===== src/pps_pkg.sv =====
// types and constants of the preemptive priority scheduler
// no dependencies; used by the core and its checker
package pps_pkg;

	localparam int IN_W  = 48;
	localparam int OUT_W = 144;

	localparam int OUT_TIME_LSB = 0;
	localparam int OUT_BUSY_BIT = 32;
	localparam int OUT_SLOT_LSB = 33;
	localparam int OUT_ID_LSB   = 37;
	localparam int OUT_FIN_BIT  = 45;
	localparam int OUT_CT_LSB   = 46;
	localparam int OUT_TAT_LSB  = 78;
	localparam int OUT_WT_LSB   = 110;
	localparam int OUT_ALL_BIT  = 142;

	localparam logic KIND_LOAD = 1'b0;
	localparam logic KIND_TICK = 1'b1;

	localparam logic [31:0] CLOCK_MAX = 32'hFFFF_FFFF;

	typedef struct packed {
		logic [15:0] remaining;
		logic [7:0]  prio;
		logic [15:0] burst;
		logic [15:0] arrival;
		logic [7:0]  task_id;
	} task_t;

	localparam int TASK_W = $bits(task_t);

	typedef struct packed {
		logic [7:0]  prio;
		logic [15:0] burst;
		logic [15:0] arrival;
		logic [7:0]  task_id;
	} load_t;

	typedef struct packed {
		logic        pad;
		logic        all_done;
		logic [31:0] waiting;
		logic [31:0] turnaround;
		logic [31:0] completion_time;
		logic        finished;
		logic [7:0]  run_id;
		logic [3:0]  run_slot;
		logic        busy_res;
		logic [31:0] tick_time;
	} result_t;

	typedef enum logic [2:0] {
		ST_IDLE,
		ST_SCAN,
		ST_FETCH,
		ST_UPD,
		ST_FIN
	} state_t;

endpackage


===== src/pps_ram.sv =====
// generic single-write, single-read ram with registered read data
// no dependencies
module pps_ram #(
	parameter int WIDTH = 64,
	parameter int DEPTH = 16
) (
	input  logic                     clk,
	input  logic                     we,
	input  logic [$clog2(DEPTH)-1:0] waddr,
	input  logic [WIDTH-1:0]         wdata,
	input  logic [$clog2(DEPTH)-1:0] raddr,
	output logic [WIDTH-1:0]         rdata
);

	logic [WIDTH-1:0] mem [DEPTH];

	always_ff @(posedge clk) begin
		if (we) begin
			mem[waddr] <= wdata;
		end
		rdata <= mem[raddr];
	end

endmodule


===== src/preemptive_priority_scheduler_core.sv =====
// preemptive priority scheduler: task table in ram, scanned by one compare unit
// depends on pps_pkg and pps_ram
//
// input channel s_*: tuser[0] is the kind, 0 loads a task, 1 runs one tick.
// a load writes the next free table slot; loads into a full table are
// dropped. a load gives no result item. a tick scans the loaded slots one
// per cycle through the single ram read port and one priority compare, then
// reads the chosen slot back, updates its remaining time and forms the
// result in the output register; the next item can be taken once m_tvalid
// rises. an idle tick skips the read back and update.
// s_tready stays low during the tick.
// output channel m_*: one item per tick, held in an output register; loads are
// still taken while that item waits, and a following tick waits in its last
// step until the register is free when the receiver stalls.
// reset clears the task count, done count, clock and output valid; table
// contents need no reset since only loaded slots are ever read.
module preemptive_priority_scheduler_core #(
	parameter int MAX_TASKS = 16
) (
	input  logic                        clk,
	input  logic                        arst_n,
	input  logic                        s_tvalid,
	output logic                        s_tready,
	// task_id[7:0], arrival[23:8], burst[39:24], prio[47:40]
	input  logic [pps_pkg::IN_W-1:0]    s_tdata,
	// kind[0]
	input  logic [0:0]                  s_tuser,
	output logic                        m_tvalid,
	input  logic                        m_tready,
	// tick_time[31:0], busy_res[32], run_slot[36:33], run_id[44:37],
	// finished[45], completion_time[77:46], turnaround[109:78],
	// waiting[141:110], all_done[142], zero[143]
	output logic [pps_pkg::OUT_W-1:0]   m_tdata
);
	import pps_pkg::*;

	localparam int SW = $clog2(MAX_TASKS);
	localparam int CW = $clog2(MAX_TASKS + 1);
	localparam logic [CW-1:0] FULL = CW'(MAX_TASKS);

	state_t state_q, state_d;

	logic [CW-1:0]  count_q;
	logic [CW-1:0]  done_q;
	logic [31:0]    clock_q;
	logic [CW-1:0]  idx_q;
	logic           cmp_vld_q;
	logic [SW-1:0]  cmp_slot_q;
	logic           found_q;
	logic [7:0]     best_q;
	logic [SW-1:0]  slot_q;
	logic [31:0]    ct_q;
	logic [31:0]    tat_q;
	logic [15:0]    burst_q;
	logic [7:0]     id_q;
	logic           fin_q;
	logic           out_vld_q;
	result_t        out_q;

	logic           we;
	logic [SW-1:0]  waddr;
	task_t          wdata;
	logic [SW-1:0]  raddr;
	logic [TASK_W-1:0] rdata_raw;
	task_t          rdata;
	load_t          ld;

	logic           accept;
	logic           is_load;
	logic           is_tick;
	logic           issue;
	logic           better;
	logic           out_free;
	logic [15:0]    rem_dec;
	logic [CW-1:0]  done_next;
	result_t        res_d;

	assign ld       = load_t'(s_tdata);
	assign rdata    = task_t'(rdata_raw);
	assign accept   = s_tvalid && s_tready;
	assign is_load  = accept && (s_tuser[0] == KIND_LOAD);
	assign is_tick  = accept && (s_tuser[0] == KIND_TICK);
	assign issue    = (state_q == ST_SCAN) && (idx_q < count_q);
	assign out_free = !out_vld_q || m_tready;
	assign rem_dec  = rdata.remaining - 16'd1;

	assign better = cmp_vld_q && ({16'b0, rdata.arrival} <= clock_q)
		&& (rdata.remaining != 16'd0) && (!found_q || (rdata.prio < best_q));

	assign s_tready = (state_q == ST_IDLE);
	assign m_tvalid = out_vld_q;
	assign m_tdata  = out_q;

	pps_ram #(
		.WIDTH (TASK_W),
		.DEPTH (MAX_TASKS)
	) u_table (
		.clk   (clk),
		.we    (we),
		.waddr (waddr),
		.wdata (wdata),
		.raddr (raddr),
		.rdata (rdata_raw)
	);

	always_comb begin
		we    = 1'b0;
		waddr = count_q[SW-1:0];
		wdata = {ld.burst, ld.prio, ld.burst, ld.arrival, ld.task_id};
		if (is_load && (count_q < FULL)) begin
			we = 1'b1;
		end else if (state_q == ST_UPD) begin
			we              = 1'b1;
			waddr           = slot_q;
			wdata           = rdata;
			wdata.remaining = rem_dec;
		end
	end

	always_comb begin
		raddr = (state_q == ST_FETCH) ? slot_q : idx_q[SW-1:0];
	end

	always_comb begin
		done_next = done_q + CW'(fin_q);
		res_d                 = '0;
		res_d.tick_time       = clock_q;
		res_d.busy_res        = found_q;
		res_d.run_slot        = found_q ? 4'(slot_q) : 4'd0;
		res_d.run_id          = found_q ? id_q : 8'd0;
		res_d.finished        = fin_q;
		res_d.completion_time = fin_q ? ct_q : 32'd0;
		res_d.turnaround      = fin_q ? tat_q : 32'd0;
		res_d.waiting         = (fin_q && (tat_q >= {16'b0, burst_q}))
			? (tat_q - {16'b0, burst_q}) : 32'd0;
		res_d.all_done        = (done_next == count_q);
	end

	always_comb begin
		state_d = state_q;
		case (state_q)
			ST_IDLE: begin
				if (is_tick) begin
					state_d = ST_SCAN;
				end
			end
			ST_SCAN: begin
				if (!issue && !cmp_vld_q) begin
					state_d = found_q ? ST_FETCH : ST_FIN;
				end
			end
			ST_FETCH: state_d = ST_UPD;
			ST_UPD:   state_d = ST_FIN;
			ST_FIN: begin
				if (out_free) begin
					state_d = ST_IDLE;
				end
			end
			default:  state_d = ST_IDLE;
		endcase
	end

	always_ff @(posedge clk or negedge arst_n) begin
		if (!arst_n) begin
			state_q <= ST_IDLE;
		end else begin
			state_q <= state_d;
		end
	end

	always_ff @(posedge clk or negedge arst_n) begin
		if (!arst_n) begin
			count_q   <= '0;
			done_q    <= '0;
			clock_q   <= '0;
			idx_q     <= '0;
			cmp_vld_q <= 1'b0;
			found_q   <= 1'b0;
			fin_q     <= 1'b0;
			out_vld_q <= 1'b0;
		end else begin
			if (is_load && (count_q < FULL)) begin
				count_q <= count_q + CW'(1);
				if (ld.burst == 16'd0) begin
					done_q <= done_q + CW'(1);
				end
			end
			if (is_tick) begin
				idx_q     <= '0;
				cmp_vld_q <= 1'b0;
				found_q   <= 1'b0;
				fin_q     <= 1'b0;
			end
			if (state_q == ST_SCAN) begin
				cmp_vld_q <= issue;
				if (issue) begin
					idx_q <= idx_q + CW'(1);
				end
				if (better) begin
					found_q <= 1'b1;
				end
			end
			if (state_q == ST_UPD) begin
				fin_q <= (rem_dec == 16'd0);
			end
			if ((state_q == ST_FIN) && out_free) begin
				out_vld_q <= 1'b1;
				done_q    <= done_next;
				if (clock_q != CLOCK_MAX) begin
					clock_q <= clock_q + 32'd1;
				end
			end else if (m_tready) begin
				out_vld_q <= 1'b0;
			end
		end
	end

	always_ff @(posedge clk) begin
		if (issue) begin
			cmp_slot_q <= idx_q[SW-1:0];
		end
		if (better) begin
			best_q <= rdata.prio;
			slot_q <= cmp_slot_q;
		end
		if (state_q == ST_FETCH) begin
			ct_q <= (clock_q == CLOCK_MAX) ? clock_q : clock_q + 32'd1;
		end
		if (state_q == ST_UPD) begin
			tat_q   <= ct_q - {16'b0, rdata.arrival};
			burst_q <= rdata.burst;
			id_q    <= rdata.task_id;
		end
		if ((state_q == ST_FIN) && out_free) begin
			out_q <= res_d;
		end
	end

endmodule


===== config.mk =====
export PLATFORM = sky130hd
export DESIGN_NAME = preemptive_priority_scheduler_core
export DESIGN_NICKNAME = d
export VERILOG_FILES = /design/src/pps_pkg.sv /design/src/pps_ram.sv /design/src/preemptive_priority_scheduler_core.sv
export SDC_FILE = /design/constraint.sdc
export NUM_CORES = 2
export LEC_CHECK = 0
export ABC_AREA = 1
export ABC_CLOCK_PERIOD_IN_PS = 7700
export BUFFER_PORTS_ARGS = -buffer_cell sky130_fd_sc_hd__buf_2
export CAP_MARGIN = 10
export CORE_MARGIN = 2
export CORE_UTILIZATION = 30
export DETAILED_ROUTE_END_ITERATION = 10
export PLACE_DENSITY_LB_ADDON = 0.12
export SLEW_MARGIN = 20
export SYNTH_ARGS = -nofsm -noshare
export SYNTH_HDL_FRONTEND = slang
export SYNTH_SLANG_ARGS = --single-unit

===== constraint.sdc =====
create_clock -name clk -period 7.7 [get_ports clk]
set_input_delay 0.385 -clock clk [delete_from_list [all_inputs] [get_ports clk]]
set_output_delay 0.385 -clock clk [all_outputs]
set_load 0.1 [all_outputs]

==> metrics.txt <==
met3 wire length 6.99 mm; combinational power share 34.8%; most frequent cells in the layout 2,130 x nand2_1, 1,271 x edfxtp_1, 716 x inv_1, 595 x nand3_1, 196 x buf_2; WL met2 88.3 mm; Clock Power Share 28.1%; #FFs+latches synth 1,389; final setup vio count 0; grt ovf 0; startpoint types flop; ys async rst share 3.89%; Fin Setup TNS 0 ns; DRC 0; Post-Route WL 185 mm; most common cell after layout, fill and taps aside nand2_1; yosys warns 0; predominant post-synthesis flop cell edfxtp_1; Final Power 26.6 mW; WHS Endpoint u_table.mem[12][11]$_DFFE_PP_; die area 205,000 µm²; Distinct cells, synth 39; final clock skew 0.0275 ns; switching pwr 10.6 mW; clk root buf clkbuf_16; area delta synth->final 15.4%; Yosys top cell area share a little over three fifths; sequential power share between 30% and 40%; Worst R2R Start state_q[1]$_DFFE_PN0P_; Peak VDD IR 0.000277 V; Tmin final 4.79 ns; max cap viols 0; Num CTS Buffers 159; Seq/Total Area, Yosys 67.6%; Total GRT Usage 17.9%; Detailed Place HPWL 109 mm; synthesized area per cell between 10 and 15 µm²; Peak Freq 209 MHz; Reg2Reg Setup Slack 2.91 ns; Pwr per Cell Area 382 nW/µm²; Worst-Skew Late Latency 0.81 ns; Post-CTS Hold Buffers 4; syn_nets 5,944; Worst EP required 8.11 ns; met1 WL 85.8 mm; clock-pin slew on the worst setup and hold paths 0.06 ns; Starting DRT DRC Count 2,799; vias in the first global route 39,294; largest net degree at the start of global routing roughly 170; DR WL/cell 21.0 µm; Hold Vio Cnt, Final 0; P_leak 28.4 nW; Longest Clk Path Bufs 3; Post-Syn Area 60,400 µm²; peak fanout along the critical path 46; classification of the worst setup path reg -> reg; fin crit share between 60% and 70%; Finished Cell Area 69,700 µm²; status completed; CTS tree yes; Sink Count 1,389; Core Area 200,000 µm²; Hold Path Depth 4; Relative slew margins between 10% and 20%; post-route ant nets 0; hold slack 0.207 ns; top post-synthesis cells by area edfxtp_1 63%, nand2_1 13%, nand3_1 4.9%, inv_1 4.5%, dfrtp_1 2.2%; placed cell areas ~65,000 µm²; global-route wire length before repair 271 mm; CTS resizes 0; proportion of layout cells with a drive suffix above 1 8.95%; Synth area leader edfxtp_1; vias post-DR 40,139; r2r worst-path depth 10; Layout Nets 6,125; Critical Path AT 5.20 ns; IO buf count 197; Initial Utilization about 30%; antenna violations before repair 5; Die X 453 µm; Power Internal about 16 mW; Worst Hold Launch s_tdata[11]; worst hold path class in -> reg; Post-CTS Setup Inserts 0; switching share of power 39.7%; drt pass-1 iters 7; Top Metal Used met5; Die Ht 453 µm; Cell Rows 164; number of synthesized flops with an enable pin 1,271; htree depth 4; Worst Setup End Kind flop; synthesized instance count between 5,000 and 6,000; max-slew violation count 0; unrepaired setup endpoints after global routing false; IO Pins 199; GPL Wtd Cong 0.839; Least-Margin Pin Slew 1.21 ns; drt via density 4.57; worst r2r dst u_table.mem[15][6]$_DFFE_PP_
-- state kept, by name (all words and copies together), names as in the netlist --
register	flops
best_q	8
burst_q	16
clock_q	32
cmp_slot_q	4
cmp_vld_q	1
count_q	5
ct_q	32
done_q	5
fin_q	1
found_q	1
id_q	8
idx_q	5
m_tdata	143
m_tvalid	1
slot_q	4
state_q	3
tat_q	32
u_table.mem	1024
u_table.rdata	64
-- synth_stat cells (3+ instances only) --
library cell,count
nand2_1,2130
edfxtp_1,1271
inv_1,718
nand3_1,595
nor2_1,189
buf_2,172
o211ai_1,128
o21ai_0,80
ha_1,68
xor2_1,66
dfxtp_1,64
a21oi_1,63
dfrtp_1,54
clkbuf_1,47
nand4_1,32
nor3_1,29
buf_1,26
or2_2,17
nand3b_1,11
xnor2_1,10
o21ai_1,9
nor4_1,7
nand2_2,4
o21bai_1,4
a21boi_0,3
inv_2,3
nor2_2,3
o31ai_1,3
-- power by group through the flow --
stage | sequential, mW | combinational (mW) | clock [mW]
6_report | 9.87 | 9.27 | 7.49
4_1_cts | 9.89 | 9.48 | 7.70
3_5_place_dp | 10.0 | 9.46 | 0
2_1_floorplan | 10.1 | 5.95 | 0
5_1_grt | 9.93 | 10.4 | 7.97
3_3_place_gp | 10.0 | 9.43 | 0
-- cells by family (layout without fill, tap and decap cells) --
family                   after synthesis  count (layout)  synth area share, %
other                                  1               2              0.00621
XOR/XNOR                              76              76                 1.10
flip-flops                          1389            1389                 67.6
adder cells (fa/ha/maj)               70              70                 1.47
AND/OR/NAND/NOR                     3020            3020                 20.4
buffers and inverters                968            1281                 6.38
AO/OA/AOI/OAI                        297             297                 3.06
-- final cells by class --
type | count | area (µm²)
Antenna cell | 1 | 2.50
Clock buffer | 218 | 4420
Clock inverter | 75 | 714
Fill cell | 20212 | 130000
Inverter | 721 | 2720
Multi-Input combinational cell | 3464 | 16000
Sequential cell | 1389 | 40800
Tap cell | 2656 | 3320
Timing Repair Buffer | 267 | 1750
-- worst max-delay path: stages (launching register included) --
cell	delay (ns)
dfrtp_1	0.44
nand2_1	0.12
nor2_4	0.30
buf_4	0.61
inv_4	0.37
a21oi_1	0.42
inv_1	0.11
nor2_1	0.09
nand2_1	0.23
nor2_4	0.74
buf_4	0.84
-- routing by layer --
metal	track usage (%)	up-vias
li1	-	19623
met1	24.7	19505
met2	29.8	782
met3	2.23	227
met4	4.65	2
met5	0	-
-- how the worst max path moves through the flow --
stage	slack, ns	from	endpoint	cells past startpoint
floorplan	1.55	m_tvalid$_DFFE_PN0P_	done_q[3]$_DFFE_PN0P_	7
global placement	2.86	state_q[1]$_DFFE_PN0P_	u_table.mem[15][0]$_DFFE_PP_	10
detailed placement	2.85	state_q[1]$_DFFE_PN0P_	u_table.mem[15][0]$_DFFE_PP_	8
CTS	2.83	state_q[1]$_DFFE_PN0P_	u_table.mem[15][0]$_DFFE_PP_	8
global route	2.62	state_q[1]$_DFFE_PN0P_	u_table.mem[15][6]$_DFFE_PP_	8
finish	2.91	state_q[1]$_DFFE_PN0P_	u_table.mem[15][6]$_DFFE_PP_	10
-- stage by stage --
| step | cells | setup slack, ns | utilization [%] |
|---|---|---|---|
| CTS | 8790 | 2.83 | 34.9 |
| global placement | 8491 | 2.86 | 32.3 |
| finish | 8791 | 2.91 | 34.9 |
| global route | 8790 | 2.62 | 34.9 |
| floorplan | 5821 | 1.55 | - |
| detailed placement | 8493 | 2.85 | 32.3 |
No activity file was read; power rests on OpenSTA's default activity.
